### src/sv/nrle_pkg.sv
// ----------------------------------------------------------------------------
// nrle_pkg
// Types and constants of the nibble run-length sprite decoder.
// ----------------------------------------------------------------------------
package nrle_pkg;

    localparam int DEFAULT_MAX_WIDTH  = 512;
    localparam int DEFAULT_MAX_HEIGHT = 256;

    localparam int WIDTH_W    = 10;
    localparam int HEIGHT_W   = 9;
    localparam int KEY_W      = 4;
    localparam int COUNT_W    = 4;
    localparam int COLOR_W    = 8;
    localparam int INDEX_W    = 17;
    localparam int CURSOR_W   = 18;
    localparam int SIZE_W     = WIDTH_W + HEIGHT_W;

    localparam logic [COLOR_W-1:0] TRANSPARENT_COLOR = 8'hFF;

    localparam int QUEUE_DEPTH = 4;
    localparam int QUEUE_AW    = 2;

    localparam int CFG_INDEX_W = 3;
    localparam int CFG_DATA_W  = 10;

    localparam logic [CFG_INDEX_W-1:0] CFG_IMAGE_WIDTH     = 3'd0;
    localparam logic [CFG_INDEX_W-1:0] CFG_IMAGE_HEIGHT    = 3'd1;
    localparam logic [CFG_INDEX_W-1:0] CFG_TRANSPARENT_KEY = 3'd2;
    localparam logic [CFG_INDEX_W-1:0] CFG_MIRROR_ROWS     = 3'd3;

    typedef struct packed {
        logic [7:0] code_byte;
        logic       first_of_cel;
    } code_t;

    typedef struct packed {
        logic [INDEX_W-1:0] pixel_index;
        logic [COLOR_W-1:0] pixel_color;
        logic               run_end;
        logic               overrun_error;
    } pixel_t;

    // Classified code byte as it travels through the queue.
    typedef struct packed {
        logic               first;
        logic [COUNT_W-1:0] count;
        logic [COLOR_W-1:0] color;
    } cmd_t;

    // Effective configuration seen by the decode engine.
    typedef struct packed {
        logic [WIDTH_W-1:0]  width;
        logic [HEIGHT_W-1:0] height;
        logic [SIZE_W-1:0]   size;
        logic                mirror;
    } geom_t;

endpackage

### src/sv/nibble_rle_sprite_decoder_top.sv
// ----------------------------------------------------------------------------
// nibble_rle_sprite_decoder_top
// Run-length sprite cel decoder: code bytes in, indexed pixel writes out.
// ----------------------------------------------------------------------------
// A byte is written into the queue, popped into the engine's run state, and its first pixel
// is registered into the output register that drives pixel_valid. The decode engine takes
//   a decode step per byte, then a step per pixel; a 4-entry queue lets bytes arrive meanwhile.
// Overrun and dropped bytes take the decode step only.
// Reset clears all control state; the decoder then ignores bytes until one
//   marks first_of_cel. No clearing pass; sizes default to one pixel.
module nibble_rle_sprite_decoder_top
    import nrle_pkg::*;
#(
    parameter int MAX_WIDTH  = DEFAULT_MAX_WIDTH,
    parameter int MAX_HEIGHT = DEFAULT_MAX_HEIGHT
)
(
    input  logic                   clk,
    input  logic                   rst_n,
    input  logic                   cfg_valid,
    output logic                   cfg_ready,
    input  logic [CFG_INDEX_W-1:0] cfg_index,
    input  logic [CFG_DATA_W-1:0]  cfg_data,
    input  logic                   code_valid,
    output logic                   code_ready,
    input  code_t                  code,
    output logic                   pixel_valid,
    input  logic                   pixel_ready,
    output pixel_t                 pixel
);

    logic [KEY_W-1:0] key;
    geom_t            geom;
    cmd_t             front_cmd;
    cmd_t             head;
    logic             q_full;
    logic             q_avail;
    logic             q_pop;
    logic             q_push;

    assign code_ready = !q_full;
    assign q_push     = code_valid && code_ready;

    nrle_cfg #(
        .MAX_WIDTH  (MAX_WIDTH),
        .MAX_HEIGHT (MAX_HEIGHT)
    ) u_cfg (
        .clk       (clk),
        .rst_n     (rst_n),
        .cfg_valid (cfg_valid),
        .cfg_ready (cfg_ready),
        .cfg_index (cfg_index),
        .cfg_data  (cfg_data),
        .key       (key),
        .geom      (geom)
    );

    nrle_front u_front (
        .code (code),
        .key  (key),
        .cmd  (front_cmd)
    );

    nrle_queue u_queue (
        .clk      (clk),
        .rst_n    (rst_n),
        .push     (q_push),
        .push_cmd (front_cmd),
        .full     (q_full),
        .pop      (q_pop),
        .avail    (q_avail),
        .head     (head)
    );

    nrle_back u_back (
        .clk         (clk),
        .rst_n       (rst_n),
        .geom        (geom),
        .avail       (q_avail),
        .head        (head),
        .pop         (q_pop),
        .pixel_valid (pixel_valid),
        .pixel_ready (pixel_ready),
        .pixel       (pixel)
    );

endmodule

### src/sv/nrle_cfg.sv
// ----------------------------------------------------------------------------
// nrle_cfg
// Configuration registers, size saturation and cel area.
// ----------------------------------------------------------------------------
module nrle_cfg
    import nrle_pkg::*;
#(
    parameter int MAX_WIDTH  = DEFAULT_MAX_WIDTH,
    parameter int MAX_HEIGHT = DEFAULT_MAX_HEIGHT
)
(
    input  logic                   clk,
    input  logic                   rst_n,
    input  logic                   cfg_valid,
    output logic                   cfg_ready,
    input  logic [CFG_INDEX_W-1:0] cfg_index,
    input  logic [CFG_DATA_W-1:0]  cfg_data,
    output logic [KEY_W-1:0]       key,
    output geom_t                  geom
);

    localparam int WIDTH_CAP  = (MAX_WIDTH  > 1023) ? 1023 : MAX_WIDTH;
    localparam int HEIGHT_CAP = (MAX_HEIGHT > 511)  ? 511  : MAX_HEIGHT;

    logic [KEY_W-1:0]    key_reg;
    logic                mirror_reg;
    logic [WIDTH_W-1:0]  weff_reg;
    logic [HEIGHT_W-1:0] heff_reg;
    logic [SIZE_W-1:0]   size_reg;
    logic [WIDTH_W-1:0]  weff_next;
    logic [HEIGHT_W-1:0] heff_next;
    logic [SIZE_W-1:0]   size_next;
    logic [WIDTH_W-1:0]  wr_width;
    logic [HEIGHT_W-1:0] wr_height;

    assign cfg_ready = 1'b1;

    assign wr_width  = cfg_data[WIDTH_W-1:0];
    assign wr_height = cfg_data[HEIGHT_W-1:0];

    // Saturate sizes on the way in.
    always_comb
    begin
        if (wr_width == '0)
            weff_next = WIDTH_W'(1);
        else if (wr_width > WIDTH_CAP[WIDTH_W-1:0])
            weff_next = WIDTH_CAP[WIDTH_W-1:0];
        else
            weff_next = wr_width;

        if (wr_height == '0)
            heff_next = HEIGHT_W'(1);
        else if (wr_height > HEIGHT_CAP[HEIGHT_W-1:0])
            heff_next = HEIGHT_CAP[HEIGHT_W-1:0];
        else
            heff_next = wr_height;
    end

    // Area from the registered sizes keeps the multiplier alone in its path.
    assign size_next = SIZE_W'(weff_reg) * SIZE_W'(heff_reg);

    always_ff @(posedge clk or negedge rst_n)
    begin
        if (!rst_n)
        begin
            key_reg    <= '0;
            mirror_reg <= 1'b0;
            weff_reg   <= WIDTH_W'(1);
            heff_reg   <= HEIGHT_W'(1);
            size_reg   <= SIZE_W'(1);
        end
        else
        begin
            if (cfg_valid)
            begin
                unique case (cfg_index)
                    CFG_IMAGE_WIDTH:     weff_reg   <= weff_next;
                    CFG_IMAGE_HEIGHT:    heff_reg   <= heff_next;
                    CFG_TRANSPARENT_KEY: key_reg    <= cfg_data[KEY_W-1:0];
                    CFG_MIRROR_ROWS:     mirror_reg <= cfg_data[0];
                    default:             ;
                endcase
            end
            size_reg <= size_next;
        end
    end

    assign key         = key_reg;
    assign geom.width  = weff_reg;
    assign geom.height = heff_reg;
    assign geom.size   = size_reg;
    assign geom.mirror = mirror_reg;

endmodule

### src/sv/nrle_front.sv
// ----------------------------------------------------------------------------
// nrle_front
// Splits a code byte into run length and color and applies the color key.
// ----------------------------------------------------------------------------
module nrle_front
    import nrle_pkg::*;
(
    input  code_t            code,
    input  logic [KEY_W-1:0] key,
    output cmd_t             cmd
);

    logic [KEY_W-1:0] nibble;

    assign nibble    = code.code_byte[3:0];
    assign cmd.first = code.first_of_cel;
    assign cmd.count = code.code_byte[7:4];
    assign cmd.color = (nibble == key) ? TRANSPARENT_COLOR : COLOR_W'(nibble);

endmodule

### src/sv/nrle_queue.sv
// ----------------------------------------------------------------------------
// nrle_queue
// Short command queue between the front and the decode engine.
// ----------------------------------------------------------------------------
module nrle_queue
    import nrle_pkg::*;
(
    input  logic clk,
    input  logic rst_n,
    input  logic push,
    input  cmd_t push_cmd,
    output logic full,
    input  logic pop,
    output logic avail,
    output cmd_t head
);

    cmd_t                slot_reg [QUEUE_DEPTH];
    logic [QUEUE_AW-1:0] wr_ptr_reg;
    logic [QUEUE_AW-1:0] rd_ptr_reg;
    logic [QUEUE_AW:0]   fill_reg;

    assign full  = (fill_reg == (QUEUE_AW+1)'(QUEUE_DEPTH));
    assign avail = (fill_reg != '0);
    assign head  = slot_reg[rd_ptr_reg];

    always_ff @(posedge clk)
    begin
        if (push)
            slot_reg[wr_ptr_reg] <= push_cmd;
    end

    always_ff @(posedge clk or negedge rst_n)
    begin
        if (!rst_n)
        begin
            wr_ptr_reg <= '0;
            rd_ptr_reg <= '0;
            fill_reg   <= '0;
        end
        else
        begin
            if (push)
                wr_ptr_reg <= wr_ptr_reg + 1'b1;
            if (pop)
                rd_ptr_reg <= rd_ptr_reg + 1'b1;
            if (push && !pop)
                fill_reg <= fill_reg + 1'b1;
            else if (pop && !push)
                fill_reg <= fill_reg - 1'b1;
        end
    end

endmodule

### src/sv/nrle_back.sv
// ----------------------------------------------------------------------------
// nrle_back
// Decode engine: tracks the write cursor and expands runs one pixel a cycle while the pixel output is not stalled.
// ----------------------------------------------------------------------------
module nrle_back
    import nrle_pkg::*;
(
    input  logic   clk,
    input  logic   rst_n,
    input  geom_t  geom,
    input  logic   avail,
    input  cmd_t   head,
    output logic   pop,
    output logic   pixel_valid,
    input  logic   pixel_ready,
    output pixel_t pixel
);

    typedef enum logic {ST_IDLE, ST_RUN} state_t;

    state_t              state_reg,     state_next;
    logic [CURSOR_W-1:0] cursor_reg,    cursor_next;
    logic [INDEX_W-1:0]  row_start_reg, row_start_next;
    logic [CURSOR_W-1:0] row_end_reg,   row_end_next;
    logic [HEIGHT_W-1:0] rows_reg,      rows_next;
    logic                halted_reg,    halted_next;
    logic [COUNT_W-1:0]  cnt_reg,       cnt_next;
    logic [COLOR_W-1:0]  color_reg,     color_next;
    logic                out_valid_reg, out_valid_next;
    pixel_t              out_reg,       out_next;

    logic                emit_ok;
    logic [CURSOR_W-1:0] cur_e;
    logic [INDEX_W-1:0]  rs_e;
    logic [HEIGHT_W-1:0] rows_e;
    logic                halt_e;
    logic [CURSOR_W-1:0] rend_e;
    logic                past_end;
    logic                overrun;
    logic [CURSOR_W-1:0] cur_inc;
    logic [CURSOR_W-1:0] cur_dec;
    logic [CURSOR_W-1:0] next_row_end;
    logic                row_done;
    logic                last_row;
    logic                last_pix;

    assign emit_ok = !out_valid_reg || pixel_ready;
    assign pop     = (state_reg == ST_IDLE) && avail && emit_ok;

    // Restart values take effect before the byte itself is decoded.
    always_comb
    begin
        if (head.first)
        begin
            cur_e  = geom.mirror ? CURSOR_W'(geom.width) : '0;
            rs_e   = '0;
            rows_e = geom.height;
            halt_e = 1'b0;
        end
        else
        begin
            cur_e  = cursor_reg;
            rs_e   = row_start_reg;
            rows_e = rows_reg;
            halt_e = halted_reg;
        end
    end

    assign rend_e   = CURSOR_W'(rs_e) + CURSOR_W'(geom.width);
    assign past_end = SIZE_W'(cur_e) >= geom.size;
    assign overrun  = (SIZE_W'(cur_e) + SIZE_W'(head.count)) > geom.size;

    assign cur_inc      = cursor_reg + 1'b1;
    assign cur_dec      = cursor_reg - 1'b1;
    assign next_row_end = CURSOR_W'(row_end_reg[INDEX_W-1:0]) + CURSOR_W'(geom.width);
    assign row_done     = (cur_dec == CURSOR_W'(row_start_reg));
    assign last_row     = row_done && (rows_reg == HEIGHT_W'(1));
    assign last_pix     = (cnt_reg == COUNT_W'(1));

    always_comb
    begin
        state_next     = state_reg;
        cursor_next    = cursor_reg;
        row_start_next = row_start_reg;
        row_end_next   = row_end_reg;
        rows_next      = rows_reg;
        halted_next    = halted_reg;
        cnt_next       = cnt_reg;
        color_next     = color_reg;
        out_valid_next = out_valid_reg && !pixel_ready;
        out_next       = out_reg;

        if (pop)
        begin
            cursor_next    = cur_e;
            row_start_next = rs_e;
            rows_next      = rows_e;
            halted_next    = halt_e;
            cnt_next       = head.count;
            color_next     = head.color;

            priority if (halt_e)
            begin
                // drop the byte
            end
            else if (!geom.mirror)
            begin
                priority if (past_end)
                    halted_next = 1'b1;
                else if (overrun)
                begin
                    out_valid_next        = 1'b1;
                    out_next.pixel_index  = cur_e[INDEX_W-1:0];
                    out_next.pixel_color  = '0;
                    out_next.run_end      = 1'b1;
                    out_next.overrun_error = 1'b1;
                    halted_next           = 1'b1;
                end
                else if (head.count != '0)
                    state_next = ST_RUN;
                else
                begin
                    // zero run: nothing to emit
                end
            end
            else
            begin
                if (rows_e == '0)
                    halted_next = 1'b1;
                else
                begin
                    row_end_next = rend_e;
                    // Pull a cursor that left the row back to its right end.
                    if (cur_e <= CURSOR_W'(rs_e) || cur_e > rend_e)
                        cursor_next = rend_e;
                    if (head.count != '0)
                        state_next = ST_RUN;
                end
            end
        end
        else if (state_reg == ST_RUN && emit_ok)
        begin
            out_valid_next         = 1'b1;
            out_next.pixel_color   = color_reg;
            out_next.overrun_error = 1'b0;
            cnt_next               = cnt_reg - 1'b1;
            if (!geom.mirror)
            begin
                out_next.pixel_index = cursor_reg[INDEX_W-1:0];
                out_next.run_end     = last_pix;
                cursor_next          = cur_inc;
                if (last_pix)
                begin
                    state_next = ST_IDLE;
                    if (SIZE_W'(cur_inc) >= geom.size)
                        halted_next = 1'b1;
                end
            end
            else
            begin
                out_next.pixel_index = cur_dec[INDEX_W-1:0];
                out_next.run_end     = last_pix || last_row;
                cursor_next          = cur_dec;
                if (row_done)
                begin
                    rows_next      = rows_reg - 1'b1;
                    row_start_next = row_end_reg[INDEX_W-1:0];
                    row_end_next   = next_row_end;
                    cursor_next    = next_row_end;
                end
                if (last_row)
                    halted_next = 1'b1;
                if (last_pix || last_row)
                    state_next = ST_IDLE;
            end
        end
    end

    always_ff @(posedge clk or negedge rst_n)
    begin
        if (!rst_n)
        begin
            state_reg     <= ST_IDLE;
            cursor_reg    <= '0;
            row_start_reg <= '0;
            row_end_reg   <= '0;
            rows_reg      <= '0;
            halted_reg    <= 1'b1;
            cnt_reg       <= '0;
            color_reg     <= '0;
            out_valid_reg <= 1'b0;
            out_reg       <= '0;
        end
        else
        begin
            state_reg     <= state_next;
            cursor_reg    <= cursor_next;
            row_start_reg <= row_start_next;
            row_end_reg   <= row_end_next;
            rows_reg      <= rows_next;
            halted_reg    <= halted_next;
            cnt_reg       <= cnt_next;
            color_reg     <= color_next;
            out_valid_reg <= out_valid_next;
            out_reg       <= out_next;
        end
    end

    assign pixel_valid = out_valid_reg;
    assign pixel       = out_reg;

endmodule

### config.mk
export PLATFORM = sky130hd
export DESIGN_NAME = nibble_rle_sprite_decoder_top
export DESIGN_NICKNAME = d
export VERILOG_FILES = /design/src/sv/nrle_pkg.sv /design/src/sv/nibble_rle_sprite_decoder_top.sv /design/src/sv/nrle_cfg.sv /design/src/sv/nrle_front.sv /design/src/sv/nrle_queue.sv /design/src/sv/nrle_back.sv
export SDC_FILE = /design/constraint.sdc
export NUM_CORES = 1
export LEC_CHECK = 0
export ABC_AREA = 1
export BUFFER_PORTS_ARGS = -buffer_cell sky130_fd_sc_hd__buf_4
export CAP_MARGIN = 15
export CORE_UTILIZATION = 30
export DETAILED_ROUTE_END_ITERATION = 8
export GPL_TIMING_DRIVEN = 1
export PLACE_DENSITY = 0.5
export SLEW_MARGIN = 0
export SYNTH_ARGS = -nofsm -noshare
export SYNTH_HDL_FRONTEND = slang
export SYNTH_HIERARCHICAL = 1
export SYNTH_SLANG_ARGS = --single-unit
export TNS_END_PERCENT = 50
### constraint.sdc
create_clock -name clk -period 6.7 [get_ports clk]
set_input_delay 0.67 -clock clk [delete_from_list [all_inputs] [get_ports clk]]
set_output_delay 0.67 -clock clk [all_outputs]
set_load 0.01 [all_outputs]
==> results of run 1 <==
[per-layer routing]
metal | share of wire | global-route usage
met5 | 0 | 0
met4 | 0.033 | 0.0651
met3 | 0.057 | 0.0266
met2 | 0.45 | 0.334
met1 | 0.46 | 0.281
[area by class of cell]
cell class / count / share of cell area
Clock inverter: 11 / 0.00794
Timing Repair Buffer: 77 / 0.0283
Sequential cell: 205 / 0.259
Multi-Input combinational cell: 1888 / 0.535
Tap cell: 837 / 0.0504
Inverter: 470 / 0.0848
Clock buffer: 36 / 0.0345
[timing repair]
action	CTS	global route
endpoints found under the hold margin	31	0
hold buffers	1	0
endpoints found under the setup margin	0	2
gates resized for setup	0	1
[cell families after synthesis]
group / Yosys count
other: 1
DFF: 205
AOI/OAI and AO/OA: 309
buffers and inverters: 566
and+or+nand+nor: 1290
adders and majority gates: 216
xor gates and xnor gates: 71
muxes: 1
[where the power goes]
group / internal (mW) / switching [mW] / leakage [nW] / total (mW)
logic: 2.19 / 4.62 / 8.17 / 6.81
clock network: 0.868 / 0.602 / 0.428 / 1.47
registers: 1.74 / 0.517 / 2.40 / 2.26
[worst max-delay path by stage]
| stage | start | endpoint | slack, ns | depth (start not counted) |
|---|---|---|---|---|
| after global routing | u_queue/rd_ptr_reg[1] | u_back/pixel[10] | 0.15 | 26 |
| after CTS | u_queue/rd_ptr_reg[1] | u_back/pixel[1] | 0.12 | 26 |
| after global placement | u_queue/rd_ptr_reg[1] | u_back/pixel[1] | 0.24 | 26 |
| final | u_queue/rd_ptr_reg[1] | u_back/cursor_reg[3] | 0.68 | 26 |
| after detailed placement | u_queue/rd_ptr_reg[1] | u_back/pixel[1] | 0.16 | 26 |
| after floorplan | u_queue/rd_ptr_reg[0] | u_back/pixel[13] | 1.74 | 32 |
[per-stage QoR]
step                      instance area [um2]  worst slack [ns]  hold WS (ns)  power (mW)  utilization
after floorplan                         18800              1.74         0.374        6.81            -
after global placement                  19900             0.236         0.463        8.92        0.322
after detailed placement                19900             0.159         0.466        8.98        0.322
after CTS                               20800             0.122         0.267        10.5        0.336
after global routing                    20800             0.148         0.273        11.5        0.336
final                                   20800             0.680         0.294        10.5        0.336
[layout by cell type, fill, tap and decap left out, drive strengths merged, types with 16 or more instances in the layout]
| master | instances |
|---|---|
| a21oi | 74 |
| fa | 60 |
| nor3 | 26 |
| o211ai | 36 |
| nand2 | 835 |
| dfrtp | 149 |
| nand3 | 183 |
| nand3b | 19 |
| xnor2 | 16 |
| clkbuf | 36 |
| xor2 | 55 |
| o21ai | 151 |
| edfxtp | 52 |
| nor2 | 181 |
| inv | 466 |
| nand4 | 35 |
| ha | 156 |
| buf | 76 |
==> flow_summary.toml, run 1 <==
[worst_setup_path]
crit_family = "simple AND/OR/NAND/NOR gates"
crit_type = "register to register"
cpMaxStageDelayCell = "dfrtp_1"
r2r_end = "u_back/cursor_reg[3]"
arrival_ns = 6.50
critPathMaxStageDelay_ns = 0.56
rr_startpoint = "u_queue/rd_ptr_reg[1]"
path_max_fanout = 22
critPathRequiredTime_ns = 7.18
cp_num_buf_inv = 5
rr_worst_depth = 26
r2r_slack_ns = 0.68
cpMostUsedCell = "nand2_1"
crit_path_start_kind = "register"
worstSetupEndpointType = "register"

[clock_network]
cts_inserted_buffers = 26
clock_sinks = 205
clk_root_buffer_cell = "clkbuf_16"
clk_pin_slew_ns = 0.06
clock_path_buffers = 3
cts_setup_buffers = 0
clk_latency_ns = 0.58
cts_max_level = 1
cts_tree = "built"

[die]
die_width_um = 252
fp.coreArea_mm2 = 0.0618
die-area_mm2 = 0.0636
ios = 57
rows = 91
start_util = 0.304
chipHeight_um = 252

[synthesis]
synth_compound_area_frac = 0.0967
synth_top_flop_cell = "dfrtp_1"
yosysTopAreaCell = "dfrtp_1"
synth_xor_xnor_area_share = 0.0331
ys_seq_area_frac = 0.287
synth-edff-count = 52
synth_warnings = 6
synth.distinct_cells = 56
ys_ff_latch = 205
synth_top_area_share = 0.199
synthesis.area_mm2 = 0.0188
synthCells = 2659
yosysMostFrequentCell = "nand2_1"
synth_adder_area_share = 0.168
yosys.area_share.simple = 0.292
synth.area.top_cells = "dfrtp_1, nand2_1, ha_1, inv_1, edfxtp_1"
synth_area_per_cell_um2 = 7.06
synthMuxAreaShare = 0.000600
synthTopCellsByCount = "nand2_1, inv_1, nand3_1"
async_flop_share = 0.746
synth_top_family_by_area = "simple AND/OR/NAND/NOR gates"
syn_nets = 2902

[timing]
worst_clock_skew_ns = 0.0186
worst_slew_pin_slew_ns = 0.871
fmax_mhz = 166
relSlewSlack = 0.419
fin_setup_tns_ns = 0
hold_viol = 0
period_needed_ns = 6.02
rsz0062_at_grt = "false"
finalSetupViolCount = 0
finalCritPeriodShare = 0.899
slew_violations = 0

[final_layout]
syn_to_final_growth_pct = 10.7
drive_gt1_frac = 0.0674
n_antenna_cell = 0
fin_nets = 2911
fillers = 6675
fin_cells = 3524
register_area_mm2 = 0.00540
multi_input_area_mm2 = 0.0111
largest_reg_flops = 52

[grt]
grt_start_max_net_pins = 70
grt_pass1_vias = 16800
grt_overflow_total = 0
grt_pass1_wl_um = 101000
track_usage = 0.205
antenna_found_initial = 0

[route]
vias_per_cell = 4.91
drt_iter0_drc = 1638
wl_um = 65600
drt-pass1-iter-count = 6
wl_per_cell_um = 18.6
drc = 0
ant_nets = 0
num_vias = 17300

[flow_run]
drv_cap = 0

[status]
status = "finished, final reports clean"

[min_path]
holdPathStages = 1
hold_class = "input pin to register"
worstHoldStart = "code[7]"
holdPathEnd = "u_queue/slot_reg[3][10]"

[placed_design]
dp_hpwl_um = 51300
placed_cells = 3475
io_buffer_count = 55
gp_congestion = 0.963

[pwr]
powerDensity_mw_per_mm2 = 507
vdd.ir_drop.worst_mv = 0.246
leakagePower_nw = 11.0
Note: power is estimated with default switching activity, not from simulation.
==> run 2, diff against run 1 <==
BUFFER_PORTS_ARGS = default   (was -buffer_cell sky130_fd_sc_hd__buf_4)
CORE_UTILIZATION = 60   (was 30)
DONT_BUFFER_PORTS = 1   (was default)
PLACE_DENSITY = 0.82   (was 0.5)
==> run 2 against run 1 <==
  * The flow now finishes with violations (design-rule violations)
  * Critical path type unchanged
  * Cell area decreased by 5.3%
  * Highest routed layer unchanged
  * Combinational power decreased by 4.8%
  * Non-clock buffer count decreased by 63
  * Clock power decreased by 9%
  * Routed wire length decreased by 11%
  * Critical path depth increased by 2
  * Maximum frequency decreased by 0.47%
  * Count of clock-buffer cells in the layout decreased by 1
==> flow_summary.toml, run 2 (same netlist as run 1, synthesis figures left out) <==
[die]
die_width_um = 179
rows = 64
chipHeight_um = 179
fp.coreArea_mm2 = 0.0307
ios = 57
die-area_mm2 = 0.0320
start_util = 0.612

[flow_run]
drv_cap = 0

[worst_setup_path]
cpMaxStageDelayCell = "dfrtp_1"
worstSetupEndpointType = "register"
r2r_slack_ns = 0.65
rr_startpoint = "u_queue/rd_ptr_reg[1]"
critPathRequiredTime_ns = 7.13
r2r_end = "u_back/pixel[10]"
arrival_ns = 6.47
crit_type = "register to register"
path_max_fanout = 29
critPathMaxStageDelay_ns = 0.58
crit_path_start_kind = "register"
rr_worst_depth = 28

[placed_design]
placed_cells = 2971
io_buffer_count = 0
dp_hpwl_um = 44300
gp_congestion = 1.06

[timing]
fin_setup_tns_ns = 0
period_needed_ns = 6.05
finalCritPeriodShare = 0.903
fmax_mhz = 165
relSlewSlack = 0.385
slew_violations = 0
worst_clock_skew_ns = 0.0163
worst_slew_pin_slew_ns = 0.917
rsz0062_at_grt = "false"
finalSetupViolCount = 0
hold_viol = 0

[final_layout]
fin_util = 0.642
fin_cells = 3015
layout_common_cells = "nand2_1, inv_1, nand3_1"
fillers = 2734
drive_gt1_frac = 0.0443
largest_reg_flops = 52
multi_input_area_mm2 = 0.0111
register_area_mm2 = 0.00540
n_antenna_cell = 0
syn_to_final_growth_pct = 4.82
fin_nets = 2845
final_common_cell = "nand2_1"

[route]
wl_um = 58400
vias_per_cell = 5.84
drt_iter0_drc = 1793
num_vias = 17600
wl_per_cell_um = 19.4
drt-pass1-iter-count = 9
ant_nets = 0
drc = 2

[pwr]
powerDensity_mw_per_mm2 = 515
sw_frac_of_total = 0.544
p_seq_frac = 0.229
p_int_mw = 4.62
p_switching_mw = 5.52
clockPowerShare = 0.132
leakagePower_nw = 10.7
combPwrFrac = 0.639
vdd.ir_drop.worst_mv = 0.346

[min_path]
hold_class = "input pin to async pin"

[clock_network]
clk_latency_ns = 0.55
clock_sinks = 205
clock_path_buffers = 3
clk_root_buffer_cell = "clkbuf_16"
cts_inserted_buffers = 23
clk_pin_slew_ns = 0.07
cts_max_level = 1
cts_tree = "built"
cts_setup_buffers = 0

[grt]
track_usage = 0.374
grt_pass1_wl_um = 91600
grt_pass1_vias = 16900
grt_start_max_net_pins = 151
grt_overflow_total = 0
antenna_found_initial = 0

[status]
violations = "design-rule violations"
status = "finished, violations left"
==> run 2: changes by cell type in the layout (fill, tap and decap cells not counted), sizes merged <==
cell | before | now
buf | 76 | 13
bufinv | 3 | 2
clkbuf | 36 | 35
clkinv | 11 | 7
inv | 466 | 467
==> run 2: critical path, delay by kind of cell, from the launching register on <==
| kind | cells | cell delay (ns) |
|---|---|---|
| fa+ha+maj | 3 | 0.86 |
| simple gates | 12 | 1.86 |
| buf+inv | 5 | 1.19 |
| compound gates | 7 | 1.21 |
| flops | 1 | 0.58 |
| xor+xnor | 1 | 0.23 |
==> run 2: power by group through the flow <==
stage	logic (mW)	registers [mW]	clock network, mW
after global placement	6.06	2.30	0
final	6.48	2.32	1.34
after CTS	6.27	2.30	1.35
after global routing	7.20	2.36	1.40
after floorplan	4.79	2.02	0
after detailed placement	6.21	2.32	0
==> run 2: final cells by class <==
class,count,area share
Inverter,470,0.0896
Clock inverter,7,0.00521
Tap cell,396,0.0252
Multi-Input combinational cell,1888,0.564
Timing Repair Buffer,14,0.00648
Sequential cell,205,0.274
Clock buffer,35,0.0351
==> run 2: how the worst max path moves through the flow <==
stage                                startpoint                to  cells after the start
after CTS                 u_queue/rd_ptr_reg[1]   u_back/pixel[1]                     28
after floorplan           u_queue/rd_ptr_reg[0]  u_back/pixel[13]                     32
after global routing      u_queue/rd_ptr_reg[1]  u_back/pixel[10]                     28
after detailed placement  u_queue/rd_ptr_reg[1]   u_back/pixel[1]                     28
final                     u_queue/rd_ptr_reg[1]  u_back/pixel[10]                     28
after global placement    u_queue/rd_ptr_reg[1]  u_back/pixel[11]                     28
==> run 2: repair_timing <==
action / 4_1_cts / 5_1_grt
resized for setup: 0 / 1
hold endpoints to repair: 150 / 0
hold buffers: 2 / 0
endpoints found under the setup margin: 0 / 15
==> run 2: layer usage <==
metal / vias to the layer above / track usage / routed length (um)
li1: 8287 / - / -
met1: 8202 / 0.477 / 23700
met2: 902 / 0.600 / 26200
met3: 211 / 0.0655 / 4870
met4: 0 / 0.210 / 3560
met5: - / 0 / 0
==> run 2: through the flow <==
stage / cell area [um2] / total power [mW] / worst slack (ns) / hold slack, ns
3_5_place_dp: 18900 / 8.53 / 0.405 / 0.377
6_report: 19700 / 10.1 / 0.651 / 0.139
4_1_cts: 19700 / 9.92 / 0.370 / 0.180
3_3_place_gp: 18900 / 8.37 / 0.600 / 0.378
5_1_grt: 19700 / 11.0 / 0.0965 / 0.210
2_1_floorplan: 18800 / 6.81 / 1.74 / 0.374
